<file path="config.mk">
export PLATFORM = sky130hd
export DESIGN_NAME = console_command_line_lexer
export DESIGN_NICKNAME = d
export VERILOG_FILES = /design/src/hdl/ccl_pkg.sv /design/src/hdl/ccl_lex.sv /design/src/hdl/ccl_emit.sv /design/src/hdl/console_command_line_lexer.sv
export SDC_FILE = /design/constraint.sdc
export NUM_CORES = 1
export LEC_CHECK = 0
export ABC_CLOCK_PERIOD_IN_PS = 14300
export BUFFER_PORTS_ARGS = -buffer_cell sky130_fd_sc_hd__buf_2
export CORE_MARGIN = 2
export CORE_UTILIZATION = 30
export CTS_CLUSTER_DIAMETER = 100
export DETAILED_ROUTE_END_ITERATION = 10
export PLACE_DENSITY = 0.48
export REMOVE_ABC_BUFFERS = 1
export SLEW_MARGIN = 20
export SYNTH_ARGS = -nofsm -noshare
export SYNTH_HDL_FRONTEND = slang
export SYNTH_SLANG_ARGS = --single-unit
</file>
<file path="constraint.sdc">
create_clock -name clk -period 14.3 [get_ports clk]
set_clock_uncertainty 0.2 [all_clocks]
set_input_delay 1.43 -clock clk [delete_from_list [all_inputs] [get_ports clk]]
set_output_delay 1.43 -clock clk [all_outputs]
set_load 0.02 [all_outputs]
</file>
<file path="src/hdl/ccl_pkg.sv">
`timescale 1ns / 1ps
// Shared types and constants for the console command-line lexer.
// No dependencies; imported by ccl_lex, ccl_emit and the top level.
package ccl_pkg;

  localparam int MAX_RES = 6;
  localparam int RES_IW  = $clog2(MAX_RES);
  localparam int RES_CW  = $clog2(MAX_RES + 1);

  localparam logic [7:0] CH_NUL    = 8'h00;
  localparam logic [7:0] CH_TAB    = 8'h09;
  localparam logic [7:0] CH_NL     = 8'h0A;
  localparam logic [7:0] CH_CR     = 8'h0D;
  localparam logic [7:0] CH_SPACE  = 8'h20;
  localparam logic [7:0] CH_QUOTE  = 8'h22;
  localparam logic [7:0] CH_SLASH  = 8'h2F;
  localparam logic [7:0] CH_SEMI   = 8'h3B;
  localparam logic [7:0] CH_BSLASH = 8'h5C;

  typedef enum logic [1:0] {
    EV_CHAR = 2'd0,
    EV_END  = 2'd1,
    EV_LINE = 2'd2
  } ccl_ev_t;

  typedef enum logic [1:0] {
    MODE_GAP    = 2'd0,
    MODE_BARE   = 2'd1,
    MODE_QUOTED = 2'd2,
    MODE_DONE   = 2'd3
  } ccl_mode_t;

  typedef struct packed {
    ccl_ev_t     ev;
    logic [7:0]  chr;
    logic [5:0]  idx;
    logic [9:0]  len;
    logic [6:0]  cnt;
  } ccl_event_t;

  typedef struct packed {
    ccl_event_t [MAX_RES-1:0] ev;
    logic [RES_CW-1:0]        n;
  } ccl_batch_t;

endpackage

</file>
<file path="src/hdl/ccl_lex.sv">
`timescale 1ns / 1ps
// Line splitter and tokenizer: line/quote/comment state plus one-byte lookahead.
// Produces the batch of events for one byte. Depends on ccl_pkg.
module ccl_lex #(
  parameter int MAX_TOKENS  = 64,
  parameter int TOKEN_CHARS = 1024,
  parameter int LINE_CHARS  = 1024
) (
  input  logic               clk,
  input  logic               rst_n,
  input  logic               step,
  input  logic [7:0]         byte_value,
  input  logic               end_of_buffer,
  output ccl_pkg::ccl_batch_t batch
);
  import ccl_pkg::*;

  localparam int TCW = $clog2(TOKEN_CHARS);
  localparam int TTW = $clog2(MAX_TOKENS + 1);
  localparam int KW  = $clog2(LINE_CHARS);
  localparam logic [TCW-1:0] TOK_LIM  = TCW'(TOKEN_CHARS - 1);
  localparam logic [TTW-1:0] TOK_MAX  = TTW'(MAX_TOKENS);
  localparam logic [KW-1:0]  KEEP_LIM = KW'(LINE_CHARS - 1);

  typedef struct packed {
    ccl_mode_t        mode;
    logic             lit;
    logic [TCW-1:0]   ccnt;
    logic [TTW-1:0]   total;
  } lst_t;

  typedef struct packed {
    lst_t        st;
    logic [1:0]  n;
    ccl_event_t  e0;
    ccl_event_t  e1;
  } lres_t;

  function automatic lres_t mk(lst_t s);
    lres_t r;
    r.st = s;
    r.n  = 2'd0;
    r.e0 = '0;
    r.e1 = '0;
    return r;
  endfunction

  function automatic lres_t add(lres_t r, ccl_event_t e);
    lres_t o;
    o = r;
    if (r.n == 2'd0) begin
      o.e0 = e;
    end else begin
      o.e1 = e;
    end
    o.n = r.n + 2'd1;
    return o;
  endfunction

  function automatic logic is_blank(logic [7:0] c);
    return (c == CH_SPACE) || (c >= CH_TAB && c <= CH_CR);
  endfunction

  function automatic lres_t put_char(lres_t r, logic [7:0] c);
    ccl_event_t e;
    lres_t o;
    e     = '0;
    e.ev  = EV_CHAR;
    e.chr = c;
    e.idx = 6'(r.st.total);
    o = add(r, e);
    o.st.ccnt = r.st.ccnt + TCW'(1);
    return o;
  endfunction

  function automatic lres_t finish(lres_t r);
    ccl_event_t e;
    lres_t o;
    e     = '0;
    e.ev  = EV_END;
    e.idx = 6'(r.st.total);
    e.len = 10'(r.st.ccnt);
    o = add(r, e);
    o.st.total = r.st.total + TTW'(1);
    o.st.ccnt  = '0;
    o.st.lit   = 1'b0;
    o.st.mode  = (o.st.total == TOK_MAX) ? MODE_DONE : MODE_GAP;
    return o;
  endfunction

  function automatic lres_t do_gap(lres_t r, logic [7:0] c, logic [7:0] nx);
    lres_t o;
    o = r;
    if (r.st.mode == MODE_GAP) begin
      if (c == CH_NUL || (c == CH_SLASH && nx == CH_SLASH)) begin
        o.st.mode = MODE_DONE;
      end else if (!is_blank(c)) begin
        o.st.ccnt = '0;
        if (c == CH_QUOTE) begin
          o.st.mode = MODE_QUOTED;
        end else begin
          o.st.mode = MODE_BARE;
          o = put_char(o, c);
        end
      end
    end
    return o;
  endfunction

  function automatic lres_t lex_step(lst_t s, logic [7:0] c, logic [7:0] nx);
    lres_t r;
    r = mk(s);
    case (s.mode)
      MODE_GAP: begin
        r = do_gap(r, c, nx);
      end
      MODE_BARE: begin
        if (c == CH_NUL || is_blank(c) || (c == CH_SLASH && nx == CH_SLASH) ||
            s.ccnt >= TOK_LIM) begin
          r = do_gap(finish(r), c, nx);
        end else begin
          r = put_char(r, c);
        end
      end
      MODE_QUOTED: begin
        if (s.lit) begin
          r.st.lit = 1'b0;
          r = put_char(r, c);
        end else if (c == CH_NUL) begin
          r = do_gap(finish(r), c, nx);
        end else if (c == CH_QUOTE) begin
          r = finish(r);
        end else if (s.ccnt >= TOK_LIM) begin
          r = do_gap(finish(r), c, nx);
        end else if (c == CH_BSLASH && (nx == CH_QUOTE || nx == CH_BSLASH)) begin
          r.st.lit = 1'b1;
        end else begin
          r = put_char(r, c);
        end
      end
      default: begin
        r = mk(s);
      end
    endcase
    return r;
  endfunction

  logic [7:0]      held_r, held_nxt;
  logic            hv_r, hv_nxt;
  logic            ic_r, ic_nxt;
  logic            par_r, par_nxt;
  logic            ps_r, ps_nxt;
  logic [KW-1:0]   kept_r, kept_nxt;
  ccl_mode_t       mode_r, mode_nxt;
  logic            lit_r, lit_nxt;
  logic [TCW-1:0]  ccnt_r, ccnt_nxt;
  logic [TTW-1:0]  total_r, total_nxt;

  always_comb begin
    lst_t                    s0;
    lres_t                   r1, r2, r3;
    logic                    term;
    logic                    keep;
    ccl_event_t              eol;
    ccl_event_t [MAX_RES-1:0] cand;
    logic [MAX_RES-1:0]      cv;
    logic [RES_CW-1:0]       k;

    s0.mode  = mode_r;
    s0.lit   = lit_r;
    s0.ccnt  = ccnt_r;
    s0.total = total_r;

    ic_nxt  = ic_r;
    par_nxt = par_r;
    ps_nxt  = ps_r;
    term    = 1'b0;
    if (byte_value == CH_NL) begin
      term = 1'b1;
    end else begin
      ic_nxt  = ic_r | (ps_r & (byte_value == CH_SLASH));
      par_nxt = par_r ^ (!ic_nxt && byte_value == CH_QUOTE);
      term    = !ic_nxt && !par_nxt && (byte_value == CH_SEMI);
      ps_nxt  = (byte_value == CH_SLASH);
    end

    keep     = !term && (kept_r < KEEP_LIM);
    r1       = mk(s0);
    held_nxt = held_r;
    hv_nxt   = hv_r;
    kept_nxt = kept_r;
    if (keep) begin
      kept_nxt = kept_r + KW'(1);
      if (hv_r) begin
        r1 = lex_step(s0, held_r, byte_value);
      end
      held_nxt = byte_value;
      hv_nxt   = 1'b1;
    end

    r2  = mk(r1.st);
    r3  = mk(r1.st);
    eol = '0;
    cv[5] = 1'b0;
    if (term || end_of_buffer) begin
      if (hv_nxt) begin
        r2 = lex_step(r1.st, held_nxt, CH_NUL);
      end
      r3 = mk(r2.st);
      if (r2.st.mode == MODE_BARE || r2.st.mode == MODE_QUOTED) begin
        r3 = finish(r3);
      end
      eol.ev  = EV_LINE;
      eol.cnt = 7'(r3.st.total);
      cv[5]   = 1'b1;
    end

    mode_nxt  = r3.st.mode;
    lit_nxt   = r3.st.lit;
    ccnt_nxt  = r3.st.ccnt;
    total_nxt = r3.st.total;
    if (term || end_of_buffer) begin
      held_nxt  = '0;
      hv_nxt    = 1'b0;
      ic_nxt    = 1'b0;
      par_nxt   = 1'b0;
      ps_nxt    = 1'b0;
      kept_nxt  = '0;
      mode_nxt  = MODE_GAP;
      lit_nxt   = 1'b0;
      ccnt_nxt  = '0;
      total_nxt = '0;
    end

    cand[0] = r1.e0;  cv[0] = (r1.n != 2'd0);
    cand[1] = r1.e1;  cv[1] = (r1.n == 2'd2);
    cand[2] = r2.e0;  cv[2] = (r2.n != 2'd0);
    cand[3] = r2.e1;  cv[3] = (r2.n == 2'd2);
    cand[4] = r3.e0;  cv[4] = (r3.n != 2'd0);
    cand[5] = eol;

    batch.ev = '0;
    k = '0;
    for (int i = 0; i < MAX_RES; i++) begin
      if (cv[i]) begin
        batch.ev[k[RES_IW-1:0]] = cand[i];
        k = k + RES_CW'(1);
      end
    end
    batch.n = k;
  end

  always_ff @(posedge clk) begin
    if (!rst_n) begin
      held_r  <= '0;
      hv_r    <= 1'b0;
      ic_r    <= 1'b0;
      par_r   <= 1'b0;
      ps_r    <= 1'b0;
      kept_r  <= '0;
      mode_r  <= MODE_GAP;
      lit_r   <= 1'b0;
      ccnt_r  <= '0;
      total_r <= '0;
    end else if (step) begin
      held_r  <= held_nxt;
      hv_r    <= hv_nxt;
      ic_r    <= ic_nxt;
      par_r   <= par_nxt;
      ps_r    <= ps_nxt;
      kept_r  <= kept_nxt;
      mode_r  <= mode_nxt;
      lit_r   <= lit_nxt;
      ccnt_r  <= ccnt_nxt;
      total_r <= total_nxt;
    end
  end

endmodule

</file>
<file path="src/hdl/ccl_emit.sv">
`timescale 1ns / 1ps
// Result buffer: holds the event batch of one item and hands events out one per cycle while out_ready is high.
// Depends on ccl_pkg.
module ccl_emit (
  input  logic                clk,
  input  logic                rst_n,
  input  logic                load,
  input  ccl_pkg::ccl_batch_t batch,
  output logic                load_ready,
  output logic                out_valid,
  input  logic                out_ready,
  output ccl_pkg::ccl_event_t out_ev,
  output logic                out_last
);
  import ccl_pkg::*;

  ccl_event_t [MAX_RES-1:0] q_r;
  logic [RES_CW-1:0]        n_r;
  logic [RES_IW-1:0]        p_r;
  logic                     pop;

  assign out_valid  = (n_r != '0);
  assign out_last   = ((RES_CW'(p_r) + RES_CW'(1)) == n_r);
  assign out_ev     = q_r[p_r];
  assign pop        = out_valid && out_ready;
  assign load_ready = !out_valid || (pop && out_last);

  always_ff @(posedge clk) begin
    if (!rst_n) begin
      n_r <= '0;
      p_r <= '0;
    end else if (load) begin
      n_r <= batch.n;
      p_r <= '0;
    end else if (pop) begin
      if (out_last) begin
        n_r <= '0;
        p_r <= '0;
      end else begin
        p_r <= p_r + RES_IW'(1);
      end
    end
  end

  always_ff @(posedge clk) begin
    if (load) begin
      q_r <= batch.ev;
    end
  end

endmodule

</file>
<file path="src/hdl/console_command_line_lexer.sv">
`timescale 1ns / 1ps
// Console command-line lexer top level: input register, lexer and result buffer.
// Depends on ccl_pkg, ccl_lex and ccl_emit.
//
// Usage:
//   Input channel in_valid/in_ready carries one command-buffer byte per item,
//   with in_end_of_buffer marking the final byte now in the buffer.
//   Result channel out_valid/out_ready carries one event per item: token
//   character, end of token or end of line, with out_last on the final event
//   caused by an input byte. A byte causes zero to six events.
//   A byte's first event is valid once it has passed the input register and
//   been loaded into the result buffer. Throughput: one byte per cycle while
//   each byte causes at most one event and out_ready is high; a byte with
//   more events holds the result buffer until all are taken. A held byte that
//   causes events is processed only when the result buffer is empty or drains
//   its last event, so a stalled receiver backs up into the input register and
//   then drops in_ready; events are never lost. Reset clears the line, quote,
//   comment and token state and empties both input register and result buffer.
module console_command_line_lexer #(
  parameter int MAX_TOKENS  = 64,
  parameter int TOKEN_CHARS = 1024,
  parameter int LINE_CHARS  = 1024
) (
  input  logic       clk,
  input  logic       rst_n,
  input  logic       in_valid,
  output logic       in_ready,
  input  logic [7:0] in_byte_value,
  input  logic       in_end_of_buffer,
  output logic       out_valid,
  input  logic       out_ready,
  output logic [1:0] out_event_res,
  output logic [7:0] out_char_value,
  output logic [5:0] out_token_index,
  output logic [9:0] out_token_length,
  output logic [6:0] out_token_count,
  output logic       out_last
);
  import ccl_pkg::*;

  logic       iv_r;
  logic [7:0] ib_r;
  logic       ie_r;
  logic       step;
  logic       load_ready;
  ccl_batch_t batch;
  ccl_event_t oev;

  assign step     = iv_r && ((batch.n == '0) || load_ready);
  assign in_ready = !iv_r || step;

  always_ff @(posedge clk) begin
    if (!rst_n) begin
      iv_r <= 1'b0;
    end else if (in_valid && in_ready) begin
      iv_r <= 1'b1;
    end else if (step) begin
      iv_r <= 1'b0;
    end
  end

  always_ff @(posedge clk) begin
    if (in_valid && in_ready) begin
      ib_r <= in_byte_value;
      ie_r <= in_end_of_buffer;
    end
  end

  ccl_lex #(
    .MAX_TOKENS (MAX_TOKENS),
    .TOKEN_CHARS(TOKEN_CHARS),
    .LINE_CHARS (LINE_CHARS)
  ) u_lex (
    .clk          (clk),
    .rst_n        (rst_n),
    .step         (step),
    .byte_value   (ib_r),
    .end_of_buffer(ie_r),
    .batch        (batch)
  );

  ccl_emit u_emit (
    .clk       (clk),
    .rst_n     (rst_n),
    .load      (step && (batch.n != '0)),
    .batch     (batch),
    .load_ready(load_ready),
    .out_valid (out_valid),
    .out_ready (out_ready),
    .out_ev    (oev),
    .out_last  (out_last)
  );

  assign out_event_res    = oev.ev;
  assign out_char_value   = oev.chr;
  assign out_token_index  = oev.idx;
  assign out_token_length = oev.len;
  assign out_token_count  = oev.cnt;

endmodule
</file>
==> metrics.txt <==
status finished clean; number of synthesized flops with an enable pin 207; Relative slew margins 19.35%; Yosys warnings 0; detailed router's first-iteration violation count 1,102; pre-CTS WS 4.499 ns; GR Util All Layers 18.62%; Wirelength per Cell 21.54 um; post-synth top area cell edfxtp_1; Final min period 10.44 ns; CP required 12.67 ns; die area 0.05340 mm^2; first-pass GRT wire length 76.31 mm; Post-CTS Hold Buffers 0; Achievable Freq 95.75 MHz; RSZ-0062 raised after global routing false; sequential share of the synthesized area 46.52%; GPL Wtd Cong 0.9263; Core ar. 0.05120 mm^2; cell with the most instances after synthesis nor2_1; count of cell types in the netlist 95; async set-reset flop share out of synthesis 0%; clk root buf clkbuf_16; Post-Syn Area 0.01547 mm^2; Max clock buf depth 3; io pins 49; Die Wd 231.1 um; final setup vio count 0; CTS tree built; clk_lat worst skew 0.58 ns; Worst Setup Start Kind register; Clk pin slew, worst setup/hold paths 0.06 ns; antenna violations before repair 0; ys flop type edfxtp_1; Setup Fix Bufs, Post-CTS 0; die height 231.1 um; Critical Path AT 8.81 ns; row count 83; Sink Count 256; cell count after synthesis 1,611; Yosys top cell area share 40.18%; final hold vios 0; total CTS buffers 31; Vias 12,663; slack of the critical path 3.856 ns; Buffers on Ports 48; # DRC 0; syn_area_per_cell 9.603 um^2; P per Cell Area 139.6 mW/mm^2; worst vdd ir 0.09669 mV; post-CTS sizing 0; Crit Path Category reg -> out; synth-to-layout area growth 12.29%; critical path peak fanout 16; share of layout cells above drive strength 1 11.57%; final period utilization 73.03%; total gr overflow 0; Worst Tran Pin Value 1.210 ns; vias per cell 5.393; final slew viol count 0; Max-cap violations 0; H-tree levels 1; 1st-pass router iterations 5; worst min-delay path class reg -> reg; synth top area cells edfxtp_1, dfxtp_1, nor2_1; hpwl dp 35.83 mm; #FFs+latches synth 256; largest net degree at the start of global routing 188; # diodes 0; Setup Total Neg Slack 0 ns; Final Net Count 1,672; Final ANT Viol Nets 0; Initial Utilization 30.22%; Leak 5.805 nW; WL final 50.57 mm; top cells by count, synth nor2_1, edfxtp_1, nand2_1; Critical Path End Type primary output; number of global-route vias before repair 12,145
==> per-stage QoR <==
stage	power, mW	hold slack [ns]	std cells	util (%)	instance area (um^2)
2_1_floorplan	1.497	0.2254	1545	-	15160
3_3_place_gp	1.708	0.2333	2294	32.13	16450
3_5_place_dp	1.711	0.2377	2294	32.13	16450
4_1_cts	2.451	0.2448	2348	33.93	17370
5_1_grt	2.547	0.2730	2348	33.93	17370
6_report	2.424	0.2425	2348	33.93	17370
==> state kept, by name, indices dropped and copies added (netlist names), 3 cells and up <==
| signal | cells |
|---|---|
| u_lex.held_r | 8 |
| ib_r | 8 |
| u_emit.q_r | 198 |
| u_lex.total_r | 7 |
| u_lex.kept_r | 10 |
| u_emit.n_r | 3 |
| u_lex.ccnt_r | 10 |
| u_emit.p_r | 3 |
==> layer usage <==
layer | vias up | GRT usage [%] | wire, um | part of all wire (%)
met5 | - | 0 | 0 | 0
met3 | 78 | 3.137 | 3105 | 6.1
li1 | 6014 | - | - | -
met1 | 6201 | 26.55 | 23730 | 47
met4 | 0 | 5.927 | 1535 | 3.0
met2 | 370 | 28.73 | 22200 | 44
==> path summary, 6_finish.rpt <==
check / from / to / slack (ns) / cells after the start
worst max-delay path: ib_r[4]$_DFFE_PP_ / in_ready / 3.86 / 24
worst min-delay path: u_lex.ps_r$_SDFFE_PN0P_ / u_lex.ps_r$_SDFFE_PN0P_ / 0.24 / 2
worst max register to register: ib_r[4]$_DFFE_PP_ / u_emit.q_r[58]$_DFFE_PP_ / 4.56 / 24
worst min register to register: u_lex.ps_r$_SDFFE_PN0P_ / u_lex.ps_r$_SDFFE_PN0P_ / 0.24 / 2
==> cells in the final DEF, fill, tap and decap left out, types with 13 or more instances in the layout <==
cell type,netlist,routed
o22ai_1,40,40
clkbuf_16,0,31
nor3_1,50,50
dfxtp_1,49,47
mux4_2,33,33
inv_1,62,62
or3_1,29,29
nand2_1,141,141
nand4_1,13,13
nor2_1,231,230
mux2i_1,47,47
xnor2_1,21,21
buf_2,15,48
a21oi_1,91,91
nand2b_1,18,18
a211oi_1,28,28
buf_4,4,20
nor2b_1,16,15
conb_1,1,41
nand3_1,47,47
o21ai_0,71,70
nand3b_1,14,14
a22oi_1,21,21
and2_1,24,24
and3_1,16,16
edfxtp_1,207,207
a21boi_1,28,28
==> critical path, cell delays in order (launching register included) <==
cell and delay (ns):
edfxtp_1 0.50, or3_1 0.43, or3_4 0.39, o31a_1 0.40
o211ai_2 0.52, and3_1 0.83, xnor2_1 0.31, inv_1 0.11
ha_1 0.26, inv_1 0.10, nor2_1 0.45, a2111oi_2 0.17
nand2b_1 0.27, xnor2_1 0.68, clkinv_1 0.44, ha_1 0.38
mux2i_1 0.42, inv_1 0.14, ha_1 0.28, nand4b_1 0.18
mux2i_1 0.26, nor3_4 0.09, and3_1 0.21, nand3b_1 0.22
buf_2 0.19
==> area by class of cell <==
type | instances | area (um^2)
inverters | 67 | 254.0
multi-input cells | 1222 | 7735
well taps | 680 | 850.8
flip-flops and latches | 256 | 7202
clock buffers | 39 | 805.8
fillers | 5225 | 33830
clock inverters | 15 | 113.9
repair buffers | 69 | 410.4
==> where the power goes <==
part	switching (mW)	internal, mW
logic	0.485	0.213
registers	0.0480	0.949
clock network	0.315	0.414
==> logic make-up after synthesis <==
kind of cell	count (synthesis)	share of synthesized area [%]
fa+ha+maj	12	0.9705
flops	256	46.52
xor+xnor	31	1.755
mux	82	8.064
compound gates	407	17.90
other cells	1	0.02424
simple gates	649	20.13
buf+inv	173	4.634
No activity file was read; power rests on OpenSTA's default activity.
